File: src/hdl/jlpg_pkg.sv
`default_nettype none
package jlpg_pkg;

  localparam int RATE_BITS_DEF = 32;
  localparam int POSITION_BITS_DEF = 48;
  localparam int PERIOD_BITS = 16;
  localparam int CFG_INDEX_BITS = 3;
  localparam int MODE_BITS = 3;

  typedef enum logic [CFG_INDEX_BITS-1:0] {
    REG_MAX_VEL  = 3'd0,
    REG_MAX_ACC  = 3'd1,
    REG_MAX_JERK = 3'd2,
    REG_ZEROBAND = 3'd3,
    REG_VEL_TOL  = 3'd4,
    REG_PERIOD   = 3'd5
  } cfg_reg_t;

  typedef enum logic [MODE_BITS-1:0] {
    MODE_BRAKE = 3'd0,
    MODE_HOLD  = 3'd1,
    MODE_ACCEL = 3'd2,
    MODE_DECEL = 3'd3,
    MODE_KEEP  = 3'd4
  } motion_mode_t;

endpackage
`default_nettype wire

File: src/hdl/jerk_limited_position_generator_unit.sv
// An accepted input word steps through S_JERK, S_DEC, S_VEL and S_POS; the result word is registered
// in S_POS. No new word is taken until the unit is back in S_IDLE. One shared 33-by-17-bit multiplier
// serves jerk, acceleration and velocity products in turn; a result left waiting holds the next item
// in its last step until the output register frees.
// Reset (rst_n low, synchronous): position, velocity, acceleration, limit and period registers clear,
// no result pending.
`default_nettype none
module jerk_limited_position_generator_unit #(
  parameter int RATE_BITS = jlpg_pkg::RATE_BITS_DEF,
  parameter int POSITION_BITS = jlpg_pkg::POSITION_BITS_DEF,
  localparam int IN_DW = ((RATE_BITS + POSITION_BITS + 7) / 8) * 8,
  localparam int OUT_DW = ((POSITION_BITS + 2 * RATE_BITS + 7) / 8) * 8
) (
  input  wire logic                                clk,
  input  wire logic                                rst_n,
  input  wire logic                                cfg_valid,
  output logic                                     cfg_ready,
  input  wire logic [jlpg_pkg::CFG_INDEX_BITS-1:0] cfg_index,
  input  wire logic [RATE_BITS-1:0]                cfg_data,
  input  wire logic                                in_tvalid,
  output logic                                     in_tready,
  // velocity_command, position_value, zero pad
  input  wire logic [IN_DW-1:0]                    in_tdata,
  // load_position
  input  wire logic                                in_tuser,
  output logic                                     out_tvalid,
  input  wire logic                                out_tready,
  // new_position, new_velocity, new_acceleration, zero pad
  output logic [OUT_DW-1:0]                        out_tdata,
  // motion_mode
  output logic [jlpg_pkg::MODE_BITS-1:0]           out_tuser
);

  localparam int RB = RATE_BITS;
  localparam int PB = POSITION_BITS;
  localparam int PRB = jlpg_pkg::PERIOD_BITS;
  localparam int XW = RB + 2;
  localparam int MW = RB + 1;
  localparam int PW = MW + PRB + 1;
  localparam int SW = ((PB > XW) ? PB : XW) + 1;

  typedef enum logic [2:0] {S_IDLE, S_JERK, S_DEC, S_VEL, S_POS} state_t;

  state_t state_r;
  logic [RB-2:0] vmax_r, amax_r, jmax_r, zb_r, tol_r;
  logic [PRB-1:0] tp_r;
  logic signed [PB-1:0] pos_r;
  logic signed [RB-1:0] vel_r, acc_r;
  logic signed [XW-1:0] cmd_r, sp_r, jp_r, vfix_r;
  logic vint_r;
  logic signed [MW-1:0] mul_a_r;
  logic signed [RB-1:0] accn_r, veln_r;
  logic [jlpg_pkg::MODE_BITS-1:0] mode_r;
  logic out_valid_r;
  logic [OUT_DW-1:0] out_data_r;
  logic [jlpg_pkg::MODE_BITS-1:0] out_mode_r;

  logic signed [PW-1:0] prod;
  logic signed [XW-1:0] prod_hi;
  assign prod = $signed({{(PW-MW){mul_a_r[MW-1]}}, mul_a_r})
              * $signed({{(PW-PRB){1'b0}}, tp_r});
  // product >> 16, rounding toward minus infinity
  assign prod_hi = prod[PW-1 -: XW];

  logic signed [XW-1:0] vmaxx, amaxx, zbx, tolx, vpx, a0x, cmdx;
  assign vmaxx = $signed({3'b000, vmax_r});
  assign amaxx = $signed({3'b000, amax_r});
  assign zbx = $signed({3'b000, zb_r});
  assign tolx = $signed({3'b000, tol_r});
  assign vpx = $signed({{2{vel_r[RB-1]}}, vel_r});
  assign a0x = $signed({{2{acc_r[RB-1]}}, acc_r});
  assign cmdx = $signed({{2{in_tdata[RB-1]}}, in_tdata[RB-1:0]});

  // mode and acceleration decision
  logic signed [XW-1:0] asum, aramp, anew, vfix;
  logic use_ramp, rneg, vint;
  logic [jlpg_pkg::MODE_BITS-1:0] mode;
  always_comb begin
    use_ramp = 1'b0;
    rneg = 1'b0;
    vint = 1'b1;
    anew = a0x;
    vfix = vpx;
    mode = jlpg_pkg::MODE_KEEP;
    if (sp_r == '0 || (sp_r > 0 && vpx < 0) || (sp_r < 0 && vpx > 0)) begin
      mode = jlpg_pkg::MODE_BRAKE;
      if (vpx > zbx) begin
        use_ramp = 1'b1; rneg = 1'b1;
      end else if (vpx < -zbx) begin
        use_ramp = 1'b1;
      end else if (vpx > tolx) begin
        if (a0x >= 0) anew = -(amaxx >>> 1);
        else use_ramp = 1'b1;
      end else if (vpx < -tolx) begin
        if (a0x <= 0) anew = amaxx >>> 1;
        else begin
          use_ramp = 1'b1; rneg = 1'b1;
        end
      end else if (cmd_r > tolx) begin
        use_ramp = 1'b1;
      end else if (cmd_r < -tolx) begin
        use_ramp = 1'b1; rneg = 1'b1;
      end else begin
        anew = '0; vint = 1'b0; vfix = '0;
      end
    end else if (vpx < sp_r + tolx && vpx > sp_r - tolx) begin
      mode = jlpg_pkg::MODE_HOLD;
      anew = '0; vint = 1'b0;
    end else if (sp_r != vpx) begin
      mode = (sp_r > vpx) ? jlpg_pkg::MODE_ACCEL : jlpg_pkg::MODE_DECEL;
      if ((vpx <<< 1) > sp_r) begin
        use_ramp = 1'b1; rneg = 1'b1;
      end else if ((vpx <<< 1) < sp_r) begin
        use_ramp = 1'b1;
      end else begin
        anew = (sp_r > vpx) ? amaxx : -amaxx;
      end
    end else begin
      vint = 1'b0;
    end
    asum = a0x + (rneg ? -jp_r : jp_r);
    if (asum < -amaxx) aramp = -amaxx;
    else if (asum > amaxx) aramp = amaxx;
    else if ((asum < 0) != (a0x < 0)) aramp = a0x;
    else aramp = asum;
    if (use_ramp) anew = aramp;
  end

  logic signed [XW-1:0] vraw, vclamp;
  always_comb begin
    vraw = vint_r ? vpx + prod_hi : vfix_r;
    if (vraw < -vmaxx) vclamp = -vmaxx;
    else if (vraw > vmaxx) vclamp = vmaxx;
    else vclamp = vraw;
  end

  logic signed [SW-1:0] psum, pmaxw, pminw;
  logic signed [PB-1:0] pnew;
  always_comb begin
    pmaxw = $signed({{(SW-PB+1){1'b0}}, {(PB-1){1'b1}}});
    pminw = -pmaxw - 1;
    psum = $signed({{(SW-PB){pos_r[PB-1]}}, pos_r})
         + $signed({{(SW-XW){prod_hi[XW-1]}}, prod_hi});
    if (psum > pmaxw) pnew = pmaxw[PB-1:0];
    else if (psum < pminw) pnew = pminw[PB-1:0];
    else pnew = psum[PB-1:0];
  end

  logic out_free;
  assign out_free = !out_valid_r || out_tready;
  assign in_tready = (state_r == S_IDLE);
  assign cfg_ready = 1'b1;
  assign out_tvalid = out_valid_r;
  assign out_tdata = out_data_r;
  assign out_tuser = out_mode_r;

  always_ff @(posedge clk) begin
    if (!rst_n) begin
      state_r <= S_IDLE;
      vmax_r <= '0; amax_r <= '0; jmax_r <= '0;
      zb_r <= '0; tol_r <= '0; tp_r <= '0;
      pos_r <= '0; vel_r <= '0; acc_r <= '0;
      out_valid_r <= 1'b0;
    end else begin
      if (cfg_valid) begin
        case (cfg_index)
          jlpg_pkg::REG_MAX_VEL:  vmax_r <= cfg_data[RB-2:0];
          jlpg_pkg::REG_MAX_ACC:  amax_r <= cfg_data[RB-2:0];
          jlpg_pkg::REG_MAX_JERK: jmax_r <= cfg_data[RB-2:0];
          jlpg_pkg::REG_ZEROBAND: zb_r <= cfg_data[RB-2:0];
          jlpg_pkg::REG_VEL_TOL:  tol_r <= cfg_data[RB-2:0];
          jlpg_pkg::REG_PERIOD:   tp_r <= cfg_data[PRB-1:0];
          default: ;
        endcase
      end
      // in the last step a taken word is replaced by the new one below
      if (out_valid_r && out_tready && state_r != S_POS) out_valid_r <= 1'b0;
      unique case (state_r)
        S_IDLE: begin
          if (in_tvalid) begin
            if (in_tuser) pos_r <= $signed(in_tdata[RB +: PB]);
            cmd_r <= cmdx;
            mul_a_r <= $signed({2'b00, jmax_r});
            state_r <= S_JERK;
          end
        end
        S_JERK: begin
          jp_r <= prod_hi;
          if (cmd_r > vmaxx) sp_r <= vmaxx;
          else if (cmd_r < -vmaxx) sp_r <= -vmaxx;
          else sp_r <= cmd_r;
          state_r <= S_DEC;
        end
        S_DEC: begin
          accn_r <= anew[RB-1:0];
          mul_a_r <= anew[MW-1:0];
          vint_r <= vint;
          vfix_r <= vfix;
          mode_r <= mode;
          state_r <= S_VEL;
        end
        S_VEL: begin
          veln_r <= vclamp[RB-1:0];
          mul_a_r <= vclamp[MW-1:0];
          state_r <= S_POS;
        end
        S_POS: begin
          if (out_free) begin
            pos_r <= pnew;
            vel_r <= veln_r;
            acc_r <= accn_r;
            out_data_r <= OUT_DW'({accn_r, veln_r, pnew});
            out_mode_r <= mode_r;
            out_valid_r <= 1'b1;
            state_r <= S_IDLE;
          end
        end
        default: state_r <= S_IDLE;
      endcase
    end
  end

  a_busy_after_accept: assert property (@(posedge clk) disable iff (!rst_n)
    in_tvalid && in_tready |=> !in_tready)
    else $error("accepted a word while still busy");

  a_result_from_pos: assert property (@(posedge clk) disable iff (!rst_n)
    $rose(out_tvalid) |-> $past(state_r == S_POS))
    else $error("result raised outside final step");

  a_mode_code: assert property (@(posedge clk) disable iff (!rst_n)
    out_tvalid |-> out_tuser <= jlpg_pkg::MODE_KEEP)
    else $error("motion mode out of range");

endmodule
`default_nettype wire

File: config.mk
export PLATFORM = sky130hd
export DESIGN_NAME = jerk_limited_position_generator_unit
export DESIGN_NICKNAME = d
export VERILOG_FILES = /design/src/hdl/jlpg_pkg.sv /design/src/hdl/jerk_limited_position_generator_unit.sv
export SDC_FILE = /design/constraint.sdc
export NUM_CORES = 2
export LEC_CHECK = 0
export BUFFER_PORTS_ARGS = -buffer_cell sky130_fd_sc_hd__buf_2
export CELL_PAD_IN_SITES_DETAIL_PLACEMENT = 0
export CELL_PAD_IN_SITES_GLOBAL_PLACEMENT = 1
export CORE_AREA = 2 2 419 421
export CTS_BUF_LIST = sky130_fd_sc_hd__clkbuf_8
export CTS_CLUSTER_DIAMETER = 80
export CTS_CLUSTER_SIZE = 28
export DETAILED_ROUTE_END_ITERATION = 10
export DIE_AREA = 0 0 421 423
export PLACE_DENSITY = 0.82
export REMOVE_ABC_BUFFERS = 1
export SLEW_MARGIN = 20
export SYNTH_ARGS = -nofsm -noshare
export SYNTH_HDL_FRONTEND = slang
export SYNTH_SLANG_ARGS = --single-unit
File: constraint.sdc
create_clock -name clk -period 10.9 [get_ports clk]
set_clock_uncertainty 0.2 [all_clocks]
set_input_delay 2.18 -clock clk [delete_from_list [all_inputs] [get_ports clk]]
set_output_delay 2.18 -clock clk [all_outputs]
set_load 0.1 [all_outputs]
==> summary.txt <==
Clock tree
  – TritonCTS Sinks: 635
  – CTS Hold Bufs: 0
  – TritonCTS clock tree: built
  – CTS root buf: clkbuf_8
  – Clock-pin slew on the worst setup and hold paths: 0.16 ns
  – Maximum level of the CTS H-tree: 2
  – Num CTS Buffers: 47
  – Clk_lat worst skew: 0.92 ns
  – Max Buffers Root-to-Sink: 3

Cells and area
  – Share of cells above drive strength 1: 25.3%
  – Area of the multi-input gates: 51300 um^2
  – Filler cell count: 16.1k
  – Register area: 16200 um^2
  – # nets final: 11.0k
  – Area grow syn2layout: 28.7%
  – Final Cell Area: 89000 um^2

Critical path
  – Worst EP arrival: 13.09 ns
  – Buf+Inv Stages, Crit Path: 9
  – Worst Path Max Fanout: 6
  – CP startpoint: mul_a_r[10]$_DFFE_PP_
  – Critical path class: register to register
  – Slowest CP cell: fa_2
  – Req. time, crit path: 11.37 ns
  – Cell mode on critical path: a21oi_2
  – Crit start category: register
  – Crit path largest cell delay: 0.57 ns
  – Worst path top cell family by delay: compound AO/OA/AOI/OAI gates
  – Reg2reg start: mul_a_r[10]$_DFFE_PP_
  – Critical Path Sink Type: register

Pwr
  – Comb pwr share: 58.0%
  – Switching Fraction: 44.1%
  – Flop pwr share: 26.4%
  – Psw: 4.66 mW
  – Internal power: 5.91 mW
  – Share of total power in the clock network: 15.7%
  – Pwr Total: 10.6 mW
  – Max IR drop VDD: 134 uV
  – PD cells: 119 nW/um^2
  – Leakage: 40.2 nW

Logic synthesis
  – Yosys top cell by area: edfxtp_1
  – Dominant synthesized flop cell: edfxtp_1
  – Post-synthesis sequential area ratio: 23.4%
  – Mapped Cells: 8148
  – Synth cell types: 99
  – FFs w/ async S/R, synth: 0%
  – Seq cells post-synth: 635
  – Ys Warns: 0
  – Synth top area share: 15.1%
  – Synth top area cells: edfxtp_1, ha_1, fa_1
  – Post-synth EDFFs: 348
  – Syn_area_per_cell: 8.49 um^2
  – Post-Syn Area: 69200 um^2

Die
  – Initial Util: 39.9%
  – I/O pin count: 239
  – Core Region: 173000 um^2
  – DIE WIDTH: 421 um
  – Die area: 178000 um^2
  – Die height: 423 um
  – Row cnt: 153

Timing
  – Hold slack: 0.251 ns
  – Final setup margin: -1.72 ns
  – Final setup viols: 97
  – Worst slew margin: 11.0%
  – Final setup TNS: -117.91 ns
  – Worst-Margin Slew: 1.33 ns
  – Max frequency: 0.0792 GHz
  – RSZ-0062 raised after global routing: yes
  – Final hold vios: 0
  – Min Tclk post-route: 12.62 ns
  – Slew Limit Fails: 0
  – Final period util: 116%

Routing
  – Post-route ant nets: 0
  – Vias per inst: 5.77
  – Routed Wire Length: 304000 um
  – Drt drc: 0
  – DR WL/cell: 25.4 um
  – First DRT Iteration DRCs: 6809
  – First-pass DRT Iterations: 8
  – Total number of vias: 69.0k

Placed design
  – Post-DP Area: 82500 um^2
  – HPWL after DPL: 242000 um
  – Placer congestion estimate: 1.05
  – Pre-CTS worst setup slack: -2.73 ns
  – PortBufs: 236

Hold path
  – Min-Delay Path Class: register to register
  – Min-delay src: veln_r[26]$_DFFE_PP_

GRT
  – Vias in the first global route: 68.7k
  – Total track usage: 33.2%
  – Pin count of the biggest net entering global routing: 77
  – Initial antenna violation count: 7
  – First-pass GRT wire length: 443000 um
  – Grt total ovfl: 0

Run status
  – Violated checks: negative setup slack
  – Status: complete, but fails checks

Flow run
  – Max_cap viols: 0
cell type report:
cell class,instances,share of cell area [%]
Timing Repair Buffer,1759,15.6
Clock buffer,47,0.727
Multi-Input combinational cell,6206,57.6
Clock inverter,40,0.631
Inverter,941,3.99
Sequential cell,635,18.2
Antenna cell,5,0.0141
Tap cell,2325,3.27
metal layers:
metal  track usage (%)  up-vias  part of all wire [%]
li1                  -    30800                     -
met1              41.6    33800                    39
met2              52.7     3443                    44
met3              5.55      935                   8.7
met4              21.7        0                   8.2
met5                 0        -                     0
registers in the layout, summed over array words and instances, names as in the netlist:
register	count
out_tuser	3
sp_r	34
state_r	3
out_tvalid	1
tp_r	16
accn_r	32
vint_r	1
jmax_r	31
cmd_r	32
jp_r	34
acc_r	32
vmax_r	31
out_tdata	112
pos_r	48
mode_r	3
mul_a_r	33
vfix_r	32
amax_r	31
tol_r	31
vel_r	32
zb_r	31
veln_r	32
worst reg2reg max path: cells and delay by family (launching register included):
kind,cells,cell delay (ns)
adders and majority gates,9,3.81
DFF,1,0.54
xor gates and xnor gates,2,0.34
buffers and inverters,9,1.20
and+or+nand+nor,10,1.05
muxes,1,0.31
AOI/OAI and AO/OA,22,4.97
power groups by stage:
stage / Sequential, mW / Clock (mW) / Combinational (mW)
final: 2.79 / 1.66 / 6.13
after global routing: 2.79 / 1.75 / 6.45
after CTS: 2.78 / 1.67 / 5.64
after detailed placement: 2.84 / 0 / 4.89
after global placement: 2.84 / 0 / 4.84
after floorplan: 2.83 / 0 / 2.41
synth_stat cells (all sizes together), types with 53 or more instances:
| cell | n |
|---|---|
| edfxtp | 348 |
| fa | 506 |
| nor2 | 442 |
| nor4 | 72 |
| o22ai | 57 |
| a21oi | 656 |
| o21ai | 299 |
| dfxtp | 287 |
| nor3 | 143 |
| xnor2 | 329 |
| nand4 | 132 |
| nand3 | 121 |
| a31oi | 53 |
| o21a | 64 |
| a21o | 164 |
| nand2 | 1222 |
| nor2b | 79 |
| clkbuf | 340 |
| ha | 817 |
| inv | 930 |
| nand2b | 62 |
| mux2i | 63 |
| and2 | 220 |
worst paths after layout:
path,endpoint,slack (ns),cells past startpoint
setup / recovery,mul_a_r[11]$_DFFE_PP_,-1.72,53
hold / removal,out_tdata[74]$_DFFE_PP_,0.25,0
hold reg to reg,out_tdata[74]$_DFFE_PP_,0.25,0
setup reg to reg,mul_a_r[11]$_DFFE_PP_,-1.72,53
what timing repair did:
item,CTS,global route
pin swaps,357,227
resized for setup,577,262
setup buffers,162,90
setup endpoints to repair,193,193
cloned,3,4
kinds of logic after synthesis:
kind of cell             share of synthesized area [%]
multiplexers                                      1.38
AO/OA/AOI/OAI                                     15.9
other                                          0.00542
flip-flops                                        23.4
AND/OR/NAND/NOR                                   17.8
buffers and inverters                             7.13
adder cells (fa/ha/maj)                           29.5
XOR/XNOR                                          4.77
placed cells by master (no fill, tap or decap), types with 55 or more instances in the layout:
master and instances:
a21o_1 162, a21oi_1 598, and2_1 200, buf_2 236, buf_4 1329, buf_6 125
dfxtp_1 279, edfxtp_1 348, fa_1 487, ha_1 778, inv_1 909, mux2i_1 55
nand2_1 1180, nand2b_1 62, nand3_1 112, nand4_1 132, nor2_1 401, nor2b_1 74
nor3_1 116, nor4_1 62, o21a_1 58, o21ai_0 244, xnor2_1 319
metrics by stage:
stage	cells	util, %
after floorplan	7781	-
after global placement	11700	47.6
after detailed placement	11700	47.6
after CTS	11900	50.4
after global routing	12000	51.4
final	12000	51.4
Note: power is estimated with default switching activity, not from simulation.
